### config.mk
export PLATFORM = sky130hd
export DESIGN_NAME = murmur64_byte_hash_top
export DESIGN_NICKNAME = d
export VERILOG_FILES = /design/src/rtl/m64h_pkg.sv /design/src/rtl/m64h_mul.sv /design/src/rtl/m64h_seq.sv /design/src/rtl/murmur64_byte_hash_top.sv
export SDC_FILE = /design/constraint.sdc
export NUM_CORES = 2
export LEC_CHECK = 0
export BUFFER_PORTS_ARGS = -buffer_cell sky130_fd_sc_hd__buf_4
export CORE_MARGIN = 10
export CORE_UTILIZATION = 59
export CTS_CLUSTER_DIAMETER = 60
export DETAILED_ROUTE_END_ITERATION = 12
export PLACE_DENSITY = 0.8
export SYNTH_ARGS = -nofsm -noshare
export SYNTH_HDL_FRONTEND = slang
export SYNTH_HIERARCHICAL = 1
export SYNTH_SLANG_ARGS = --single-unit
export TNS_END_PERCENT = 20
### constraint.sdc
create_clock -name clock -period 13.8 [get_ports clock]
set_clock_uncertainty 0.15 [all_clocks]
set_input_delay 2.76 -clock clock [delete_from_list [all_inputs] [get_ports clock]]
set_output_delay 2.76 -clock clock [all_outputs]
set_load 0.01 [all_outputs]
### src/rtl/m64h_pkg.sv
`default_nettype none

package m64h_pkg;

   // Hash constants
   localparam logic [63:0] HASH_MUL   = 64'hc6a4a7935bd1e995;
   localparam logic [31:0] MUL_LO     = HASH_MUL[31:0];
   localparam logic [31:0] MUL_HI     = HASH_MUL[63:32];
   localparam int          MIX_SHIFT  = 47;

   localparam int LENGTH_WIDTH_DEF = 32;
   localparam int CSR_INDEX_WIDTH  = 4;
   localparam int PC_WIDTH         = 4;
   localparam int WORD_BYTES       = 8;

   // Register indexes
   localparam logic [CSR_INDEX_WIDTH-1:0] REG_SEED = 4'd0;
   localparam logic [CSR_INDEX_WIDTH-1:0] REG_FOLD = 4'd1;

   // Multiplier operand sources
   localparam logic [2:0] SRC_LEN      = 3'd0;
   localparam logic [2:0] SRC_WORD     = 3'd1;
   localparam logic [2:0] SRC_TMP      = 3'd2;
   localparam logic [2:0] SRC_HASH     = 3'd3;
   localparam logic [2:0] SRC_HASH_MIX = 3'd4;

   // Write-back destinations
   localparam logic [2:0] DST_NONE    = 3'd0;
   localparam logic [2:0] DST_H_SEED  = 3'd1;
   localparam logic [2:0] DST_TMP_MIX = 3'd2;
   localparam logic [2:0] DST_H_XOR   = 3'd3;
   localparam logic [2:0] DST_H_PART  = 3'd4;
   localparam logic [2:0] DST_H_LOAD  = 3'd5;
   localparam logic [2:0] DST_OUT     = 3'd6;

   // Jump conditions
   localparam logic [2:0] COND_NEVER       = 3'd0;
   localparam logic [2:0] COND_ALWAYS      = 3'd1;
   localparam logic [2:0] COND_NOT_FIRST   = 3'd2;
   localparam logic [2:0] COND_NOT_FULL    = 3'd3;
   localparam logic [2:0] COND_NOT_PARTIAL = 3'd4;
   localparam logic [2:0] COND_NOT_LAST    = 3'd5;

   typedef struct packed {
      logic [2:0]          src;
      logic                issue;
      logic [2:0]          dest;
      logic [2:0]          cond;
      logic [PC_WIDTH-1:0] target;
      logic                fin;
   } ctl_type;

   typedef struct packed {
      logic first;
      logic full;
      logic partial;
      logic last;
   } flags_type;

   function automatic logic [63:0] shiftmix(input logic [63:0] v);
      shiftmix = v ^ (v >> MIX_SHIFT);
   endfunction

   function automatic ctl_type make_ctl(input logic [2:0] src, input logic issue,
                                        input logic [2:0] dest, input logic [2:0] cond,
                                        input logic [PC_WIDTH-1:0] target, input logic fin);
      ctl_type c;
      c.src    = src;
      c.issue  = issue;
      c.dest   = dest;
      c.cond   = cond;
      c.target = target;
      c.fin    = fin;
      make_ctl = c;
   endfunction

   // Microprogram: one control word per step
   function automatic ctl_type rom(input logic [PC_WIDTH-1:0] pc);
      ctl_type c;
      unique case (pc)
         // start of message: multiply length
         4'd0:    c = make_ctl(SRC_LEN, 1'b1, DST_NONE, COND_NOT_FIRST, 4'd2, 1'b0);
         4'd1:    c = make_ctl(SRC_LEN, 1'b0, DST_H_SEED, COND_NEVER, 4'd0, 1'b0);
         // full word: k*M, mix, *M, xor into hash
         4'd2:    c = make_ctl(SRC_WORD, 1'b1, DST_NONE, COND_NOT_FULL, 4'd6, 1'b0);
         4'd3:    c = make_ctl(SRC_WORD, 1'b0, DST_TMP_MIX, COND_NEVER, 4'd0, 1'b0);
         4'd4:    c = make_ctl(SRC_TMP, 1'b1, DST_NONE, COND_NEVER, 4'd0, 1'b0);
         4'd5:    c = make_ctl(SRC_TMP, 1'b0, DST_H_XOR, COND_ALWAYS, 4'd8, 1'b0);
         // partial word: xor masked bytes
         4'd6:    c = make_ctl(SRC_HASH, 1'b0, DST_NONE, COND_NOT_PARTIAL, 4'd10, 1'b0);
         4'd7:    c = make_ctl(SRC_HASH, 1'b0, DST_H_PART, COND_NEVER, 4'd0, 1'b0);
         // hash *= M
         4'd8:    c = make_ctl(SRC_HASH, 1'b1, DST_NONE, COND_NEVER, 4'd0, 1'b0);
         4'd9:    c = make_ctl(SRC_HASH, 1'b0, DST_H_LOAD, COND_NEVER, 4'd0, 1'b0);
         // finalize on last item
         4'd10:   c = make_ctl(SRC_HASH_MIX, 1'b1, DST_NONE, COND_NOT_LAST, 4'd12, 1'b0);
         4'd11:   c = make_ctl(SRC_HASH_MIX, 1'b0, DST_OUT, COND_NEVER, 4'd0, 1'b1);
         default: c = make_ctl(SRC_HASH, 1'b0, DST_NONE, COND_NEVER, 4'd0, 1'b1);
      endcase
      rom = c;
   endfunction

endpackage

`default_nettype wire

### src/rtl/m64h_mul.sv
`default_nettype none

module m64h_mul (
   input  wire logic        clock,
   input  wire logic        issue,
   input  wire logic [63:0] operand,
   output logic      [63:0] product
);
   import m64h_pkg::*;

   logic [63:0] p0_ff, p0_in;
   logic [31:0] p1_ff, p1_in;
   logic [31:0] p2_ff, p2_in;

   // Form the three partial products that reach the low 64 bits
   always_comb begin
      p0_in = 64'(operand[31:0]) * 64'(MUL_LO);
      p1_in = 32'(operand[31:0] * MUL_HI);
      p2_in = 32'(operand[63:32] * MUL_LO);
   end

   // Hold partial products until the next issue
   always_ff @(posedge clock) begin
      if (issue) begin
         p0_ff <= p0_in;
         p1_ff <= p1_in;
         p2_ff <= p2_in;
      end
   end

   // Sum cross terms into the upper half
   assign product = {p0_ff[63:32] + p1_ff + p2_ff, p0_ff[31:0]};

endmodule

`default_nettype wire

### src/rtl/m64h_seq.sv
`default_nettype none

module m64h_seq (
   input  wire logic                clock,
   input  wire logic                reset,
   input  wire logic                start,
   input  wire logic                stall,
   input  wire m64h_pkg::flags_type flags,
   output logic                     busy,
   output m64h_pkg::ctl_type        ctl
);
   import m64h_pkg::*;

   logic [PC_WIDTH-1:0] pc_ff, pc_in;
   logic                busy_ff, busy_in;
   logic                take;

   assign ctl  = rom(pc_ff);
   assign busy = busy_ff;

   // Evaluate the jump condition
   always_comb begin
      unique case (ctl.cond)
         COND_NEVER:       take = 1'b0;
         COND_ALWAYS:      take = 1'b1;
         COND_NOT_FIRST:   take = !flags.first;
         COND_NOT_FULL:    take = !flags.full;
         COND_NOT_PARTIAL: take = !flags.partial;
         COND_NOT_LAST:    take = !flags.last;
         default:          take = 1'b0;
      endcase
   end

   // Advance the step counter
   always_comb begin
      pc_in   = pc_ff;
      busy_in = busy_ff;
      if (!busy_ff) begin
         if (start) begin
            pc_in   = '0;
            busy_in = 1'b1;
         end
      end else if (!stall) begin
         if (ctl.fin) begin
            busy_in = 1'b0;
         end else if (take) begin
            pc_in = ctl.target;
         end else begin
            pc_in = pc_ff + 1'b1;
         end
      end
   end

   always_ff @(posedge clock) begin
      if (reset) begin
         pc_ff   <= '0;
         busy_ff <= 1'b0;
      end else begin
         pc_ff   <= pc_in;
         busy_ff <= busy_in;
      end
   end

endmodule

`default_nettype wire

### src/rtl/murmur64_byte_hash_top.sv
// An accepted transaction occupies the microcode sequencer until its final step, and
// req_ready stays low meanwhile, so a new transaction is not taken before the last
// one is through. For a last item the result is registered on the final step. The
// single shared multiplier is used up to five times per transaction.
// Reset (synchronous, active high) clears seed, fold, running hash, byte count,
// expected length and partial flag, and empties the result register.
`default_nettype none

module murmur64_byte_hash_top #(
   parameter int LENGTH_WIDTH = m64h_pkg::LENGTH_WIDTH_DEF
) (
   input  wire logic                                 clock,
   input  wire logic                                 reset,
   input  wire logic                                 req_valid,
   output logic                                      req_ready,
   input  wire logic [63:0]                          req_data_word,
   input  wire logic [3:0]                           req_byte_count,
   input  wire logic                                 req_first_item,
   input  wire logic                                 req_last_item,
   input  wire logic [31:0]                          req_total_length,
   output logic                                      rsp_valid,
   input  wire logic                                 rsp_ready,
   output logic [63:0]                               rsp_hash_value,
   output logic                                      rsp_length_mismatch,
   input  wire logic                                 csr_valid,
   output logic                                      csr_ready,
   input  wire logic [m64h_pkg::CSR_INDEX_WIDTH-1:0] csr_index,
   input  wire logic [63:0]                          csr_data
);
   import m64h_pkg::*;

   localparam int LW = LENGTH_WIDTH;

   logic [63:0]   seed_ff, seed_in;
   logic          fold_ff, fold_in;
   logic [63:0]   word_ff, word_in;
   logic [3:0]    count_ff, count_in;
   logic          first_ff, first_in;
   logic          last_ff, last_in;
   logic          mis_ff, mis_in;
   logic [LW-1:0] bytes_ff, bytes_in;
   logic [LW-1:0] expected_ff, expected_in;
   logic          partial_ff, partial_in;
   logic [63:0]   h_ff, h_in;
   logic [63:0]   t_ff, t_in;
   logic [63:0]   out_hash_ff, out_hash_in;
   logic          out_mis_ff, out_mis_in;
   logic          out_valid_ff, out_valid_in;

   logic          req_take;
   logic          busy;
   logic          stall;
   logic          step;
   ctl_type       ctl;
   flags_type     flags;
   logic [63:0]   operand;
   logic [63:0]   product;
   logic [63:0]   part_mask;
   logic [63:0]   final_mix;
   logic [3:0]    count_c;
   logic [LW-1:0] base_bytes;
   logic          base_partial;
   logic [LW:0]   byte_sum;

   assign req_ready = !busy;
   assign req_take  = req_valid && req_ready;
   assign csr_ready = 1'b1;

   assign rsp_valid           = out_valid_ff;
   assign rsp_hash_value      = out_hash_ff;
   assign rsp_length_mismatch = out_mis_ff;

   assign stall = (ctl.dest == DST_OUT) && out_valid_ff && !rsp_ready;
   assign step  = busy && !stall;

   assign flags.first   = first_ff;
   assign flags.full    = (count_ff == 4'(WORD_BYTES));
   assign flags.partial = (count_ff != 4'd0) && (count_ff != 4'(WORD_BYTES));
   assign flags.last    = last_ff;

   m64h_seq u_seq (
      .clock (clock),
      .reset (reset),
      .start (req_take),
      .stall (stall),
      .flags (flags),
      .busy  (busy),
      .ctl   (ctl)
   );

   // Select the multiplier operand
   always_comb begin
      unique case (ctl.src)
         SRC_LEN:      operand = 64'(expected_ff);
         SRC_WORD:     operand = word_ff;
         SRC_TMP:      operand = t_ff;
         SRC_HASH:     operand = h_ff;
         SRC_HASH_MIX: operand = shiftmix(h_ff);
         default:      operand = h_ff;
      endcase
   end

   m64h_mul u_mul (
      .clock   (clock),
      .issue   (step && ctl.issue),
      .operand (operand),
      .product (product)
   );

   // Keep only the bytes below the count
   always_comb begin
      for (int i = 0; i < WORD_BYTES; i++) begin
         part_mask[8*i +: 8] = (4'(i) < count_ff) ? 8'hff : 8'h00;
      end
   end

   assign final_mix = shiftmix(product);

   // Length bookkeeping for an incoming transaction
   always_comb begin
      count_c      = (req_byte_count > 4'(WORD_BYTES)) ? 4'(WORD_BYTES) : req_byte_count;
      base_bytes   = req_first_item ? '0 : bytes_ff;
      base_partial = req_first_item ? 1'b0 : partial_ff;
      byte_sum     = {1'b0, base_bytes} + (LW+1)'(count_c);
   end

   // Capture transactions and configuration
   always_comb begin
      seed_in     = seed_ff;
      fold_in     = fold_ff;
      word_in     = word_ff;
      count_in    = count_ff;
      first_in    = first_ff;
      last_in     = last_ff;
      mis_in      = mis_ff;
      bytes_in    = bytes_ff;
      expected_in = expected_ff;
      partial_in  = partial_ff;
      if (csr_valid && csr_ready) begin
         unique case (csr_index)
            REG_SEED: seed_in = csr_data;
            REG_FOLD: fold_in = csr_data[0];
            default:  ;
         endcase
      end
      if (req_take) begin
         word_in     = req_data_word;
         count_in    = count_c;
         first_in    = req_first_item;
         last_in     = req_last_item;
         expected_in = req_first_item ? LW'(req_total_length) : expected_ff;
         bytes_in    = byte_sum[LW] ? '1 : byte_sum[LW-1:0];
         partial_in  = base_partial || ((count_c != 4'd0) && (count_c != 4'(WORD_BYTES)));
         mis_in      = (bytes_in != expected_in) || base_partial;
      end
   end

   // Write back the datapath per control word
   always_comb begin
      h_in         = h_ff;
      t_in         = t_ff;
      out_hash_in  = out_hash_ff;
      out_mis_in   = out_mis_ff;
      out_valid_in = out_valid_ff && !rsp_ready;
      if (step) begin
         unique case (ctl.dest)
            DST_NONE:    ;
            DST_H_SEED:  h_in = seed_ff ^ product;
            DST_TMP_MIX: t_in = final_mix;
            DST_H_XOR:   h_in = h_ff ^ product;
            DST_H_PART:  h_in = h_ff ^ (word_ff & part_mask);
            DST_H_LOAD:  h_in = product;
            DST_OUT: begin
               out_hash_in  = fold_ff ? {32'd0, final_mix[31:0] ^ final_mix[63:32]}
                                      : final_mix;
               out_mis_in   = mis_ff;
               out_valid_in = 1'b1;
            end
            default:     ;
         endcase
      end
   end

   always_ff @(posedge clock) begin
      if (reset) begin
         seed_ff      <= '0;
         fold_ff      <= 1'b0;
         bytes_ff     <= '0;
         expected_ff  <= '0;
         partial_ff   <= 1'b0;
         h_ff         <= '0;
         out_valid_ff <= 1'b0;
      end else begin
         seed_ff      <= seed_in;
         fold_ff      <= fold_in;
         bytes_ff     <= bytes_in;
         expected_ff  <= expected_in;
         partial_ff   <= partial_in;
         h_ff         <= h_in;
         out_valid_ff <= out_valid_in;
      end
   end

   // Payload registers
   always_ff @(posedge clock) begin
      word_ff     <= word_in;
      count_ff    <= count_in;
      first_ff    <= first_in;
      last_ff     <= last_in;
      mis_ff      <= mis_in;
      t_ff        <= t_in;
      out_hash_ff <= out_hash_in;
      out_mis_ff  <= out_mis_in;
   end

endmodule

`default_nettype wire
# After elaboration in Yosys (flattened, before gate mapping)
# Memories as Yosys holds them, arrays and structs flattened. A register that Yosys moved wholly into a read port is not among the register bits.
# Cells that the tools add are included.
# Widths: inputs -> output; s select.
# totals
regBits,527
romBits,224
output_inout_bits,68
wordCells,125
memories,1
# op_classes
add_sub_neg,4
n_mul,3
magnitude_cmp,9
n_eq_ne,21
muxes,30
n_bitwise,7
reduce_logical,29
# mem_list
name,depth,word_bits,rd,rd_clocked_by_memory_dff,wr,line_no,text
(no name shown),16,14,1,1,0,m64h_pkg.sv:80,unique case (pc)
# ops
cell,count
$pmux 64 s4,2
$xor 64x64->64,3
$mux 32,4
$xor 64x17->64,2
$and 64x64->64,1
$mul 32x31->32 const B,2
$mux 8,8
$mul 32x31->63 const B,1
$add 32x4->33,1
$add 31x32->32,1
$add 32x32->32,1
$mux 4,8
$ne 32x32->1,1
$xor 32x32->32,1
$eq 3x3->1 const B,6
$lt 3x4->1 const A,4
$eq 3x2->1 const B,5
$reduce_bool 4->1,3
$reduce_and 2->1,5
$eq 3x1->1 const B,3
$logic_and 1x1->1,8
$lt 1x4->1 const A,2
$lt 2x4->1 const A,2
$ne 4x4->1 const B,2
other kinds (13),27

# Depth between registers and ports, before layout
# logic_depth
word_depth,10
depth_mapped,34

# By module
# The synthesis kept the hierarchy.
# modules_own_cells
module,n_inst,cells_each,area_per_inst_um2
m64h_mul,1,3952,41079.4
murmur64_byte_hash_top,1,2347,20568.5
m64h_seq,1,99,943.4

# Least setup slack after synthesis
# No wires, ideal clock.
# synth_path
kind,input-to-reg
startpoint,input port rsp_ready
endpoint,register u_mul.p0_ff[10] (enable)
arrival_ps,12136
required_time_ps,12859
slack_ps,723
path_stages,3
n_path_buf,0
path_cell_list,nand2b_1 nor2b_1 nor3b_1
# synth_via
elab_chain_cells,5
# synth_lines
item,line_no,text
from (decl),murmur64_byte_hash_top.sv:22,"input wire logic rsp_ready,"
$logic_not 1->1,murmur64_byte_hash_top.sv:73,assign stall = (ctl.dest == DST_OUT) && out_valid_ff && !rsp_ready;
$logic_and 1x1->1,murmur64_byte_hash_top.sv:73,
net stall,murmur64_byte_hash_top.sv:52,logic stall;
$logic_not 1->1,-,
$logic_and 1x1->1,murmur64_byte_hash_top.sv:74,assign step = busy && !stall;
$logic_and 1x1->1,murmur64_byte_hash_top.sv:105,".issue (step && ctl.issue),"
to (signal assigned),m64h_mul.sv:25,p0_ff <= p0_in;
to (decl),m64h_mul.sv:11,"logic [63:0] p0_ff, p0_in;"
# The timed path passes the listed nets, and every way through them passes these cells.
# A chain may end at the register's enable or synchronous reset.

# Worst setup path in the final report
# layout_path
startpoint,"register, netlist name u_seq/ctl[14]"
endpoint,register u_mul.p0_ff[56] (data pin)
# layout_via
elab_chain_cells,3
elab_cells_between_ends,6
cone_classes,mul: 1; eq/ne: 3; mux: 1; reduce/logical: 1
# layout_lines
item,line_no,text
"$eq 3x3->1, or another cell as far along",murmur64_byte_hash_top.sv:93,unique case (ctl.src)
$pmux 64 s4 *,murmur64_byte_hash_top.sv:93,
net operand[12],murmur64_byte_hash_top.sv:56,logic [63:0] operand;
$mul 32x31->63 *,m64h_mul.sv:17,p0_in = 64'(operand[31:0]) * 64'(MUL_LO);
net u_mul.p0_in[56],m64h_mul.sv:11,
# Mark *: on every way through the listed nets, which the timed path passes. The rest lies on a longest branch.

==> results.yml <==
worst_setup_path:
  crit_fanout: 41
  r2r_cells: 27
  cp-start-kind: "flip-flop"
  crit_required_ns: 14.04
  regToRegEndpoint: "u_mul/p0_ff[56]"
  r2r_setup_slack_ns: 3.43
  arrival_ns: 10.61
  critPathCapture: "u_mul/p0_ff[56]"
  r2r-start: "u_seq/ctl[14]"
  cp-end-kind: "flip-flop"
  startpoint: "u_seq/ctl[14]"
  critPathKind: "reg -> reg"
timing:
  fmax_ghz: 0.0964
  fin_crit_sh_pct: 75.2
  report.final.slew_viol_count: 0
  rsz0062_at_grt: "false"
  period_needed_ns: 10.37
  tightestPinTransition_ns: 1.35
  tns_ns: 0
  hold_viol_final: 0
  setup-violations-final: 0
  relSlewSlack_pct: 9.45
clock_network:
  cts_root_buf: "clkbuf_16"
  max-clock-path-buffers: 3
  cts_buffers: 68
  htree_levels: 3
  cts.clk_slew.worst_paths_ns: 0.06
  numClockSinks: 540
  clock_latency_ns: 0.66
  cts_resized: 0
  cts_hold_buf: 0
  cts_tree: "yes"
  post-cts-setup-buffers: 0
synthesis:
  synthCells: 6396
  syn_avg_cell_area_um2: 9.78
  synth_nets: 8215
  yosysWarnings: 6
  synth.cell_area_mm2: 0.0626
floorplan:
  initial_core_util_pct: 59.4
  die_h_um: 346
  core_mm2: 0.105
  dieWidth_um: 346
  boundaryPins: 243
  dieArea_mm2: 0.119
  fp-row-count: 119
global_route:
  grt_pass1_vias: 49700
  overflow: 0
  grt_pass1_wl_um: 318000
  grt_max_degree: 85
  antenna_found_initial: 4
  grt_usage_pct: 35.4
job:
  drv_cap: 0
routing:
  drtIter0Drc: 5327
  vias: 48500
  final_antenna_net_count: 0
  viasPerCell: 6.04
  routed_wl_um: 214000
  wl_per_cell_um: 26.7
  drc: 0
  dr.pass1.iters: 6
placement:
  dp.final_hpwl_um: 174000
  post_dp_cell_area_mm2: 0.0661
  portBuffers: 241
  gp_congestion: 1.01
cells_and_area:
  fillers: 8383
  regArea_mm2: 0.0141
  final_area_mm2: 0.0685
  multiInputGateArea_mm2: 0.0429
  postLayoutCoreUtil_pct: 65.1
  syn_to_final_growth_pct: 9.50
  layout-drive-gt1-share_pct: 8.39
  fin_nets: 8401
run_status:
  outcome: "finished, final reports clean"
worst_hold_path:
  hp-class: "reg -> reg"
  hp-start: "mis_ff"
-- flip-flops by register name (all words and copies together) (netlist names) --
name,flops
h_ff,64
rsp_hash_value,64
seed_ff,64
t_ff,64
word_ff,64
u_mul/p0_ff,62
bytes_ff,32
expected_ff,32
u_mul/p1_ff,32
u_mul/p2_ff,32
u_seq/ctl,14
count_ff,4
u_seq/pc_ff,4
first_ff,1
fold_ff,1
last_ff,1
mis_ff,1
partial_ff,1
rsp_length_mismatch,1
rsp_valid,1
u_seq/busy,1
-- layer usage --
| metal | vias to the layer above | global-route usage [%] | routed length [um] |
|---|---|---|---|
| met5 | - | 0 | 0 |
| met4 | 0 | 19.3 | 14000 |
| met3 | 516 | 6.33 | 20900 |
| met2 | 2677 | 55.1 | 95600 |
| met1 | 24000 | 46.7 | 83700 |
| li1 | 21300 | - | - |
-- layout make-up --
| type | instances | area share [%] |
|---|---|---|
| multi-input cells | 4350 | 62.6 |
| flip-flops and latches | 540 | 20.5 |
| inverters | 1284 | 7.04 |
| repair buffers | 338 | 3.71 |
| clock buffers | 82 | 2.69 |
| well taps | 1391 | 2.54 |
| clock inverters | 44 | 0.880 |
| diodes | 2 | 0.00730 |
-- worst max-delay path, stage by stage, from the launching register on --
cell and delay, ns:
dfxtp_2 0.89, inv_1 0.39, nor2_1 0.83, a21oi_1 0.19, o22ai_2 0.13, buf_4 0.37, fa_1 0.53, ha_1 0.31
inv_1 0.05, fa_1 0.49, inv_1 0.06, fa_1 0.50, fa_1 0.57, fa_1 0.43, fa_1 0.49, inv_1 0.05
fa_1 0.47, inv_1 0.05, ha_1 0.43, a21oi_1 0.18, a32oi_1 0.24, o31ai_1 0.14, a311oi_1 1.07, nor3_1 0.29
nor2_1 0.33, a31oi_1 0.18, o21ai_1 0.18, xnor2_1 0.09
-- layout by cell type, fill, tap and decap left out, types with 25 or more instances in the layout --
cell type	instances
a21o_1	85
nor2_1	218
ha_1	849
fa_1	795
edfxtp_1	326
o21a_1	31
nand2_1	460
xnor2_1	201
mux2i_1	38
nand3_1	54
o21ai_0	201
nand4_1	27
and3_1	52
clkbuf_16	69
inv_1	1282
o21bai_1	25
a21oi_1	450
nor2b_1	65
o21ai_1	32
buf_4	337
nand2b_1	86
dfxtp_1	211
a22oi_1	86
xor2_1	145
nor3_1	117
-- stage by stage --
stage          worst slack [ns]  hold WS [ns]  cells
2_1_floorplan             0.723         0.250   6396
3_3_place_gp               3.89         0.261   7903
3_5_place_dp               3.69         0.257   7903
4_1_cts                    3.66         0.271   8029
5_1_grt                    2.94         0.277   8030
6_report                   3.43         0.270   8031
-- how the worst min path moves through the flow --
| stage | to | slack [ns] | cells after the start |
|---|---|---|---|
| floorplan | rsp_length_mismatch | 0.25 | 0 |
| global placement | rsp_length_mismatch | 0.26 | 0 |
| detailed placement | rsp_length_mismatch | 0.26 | 0 |
| CTS | rsp_length_mismatch | 0.27 | 0 |
| global route | rsp_length_mismatch | 0.28 | 0 |
| finish | rsp_length_mismatch | 0.27 | 0 |
Power is not shown: default switching activity piles up to over one toggle a cycle in this logic, so the estimate is an artifact.
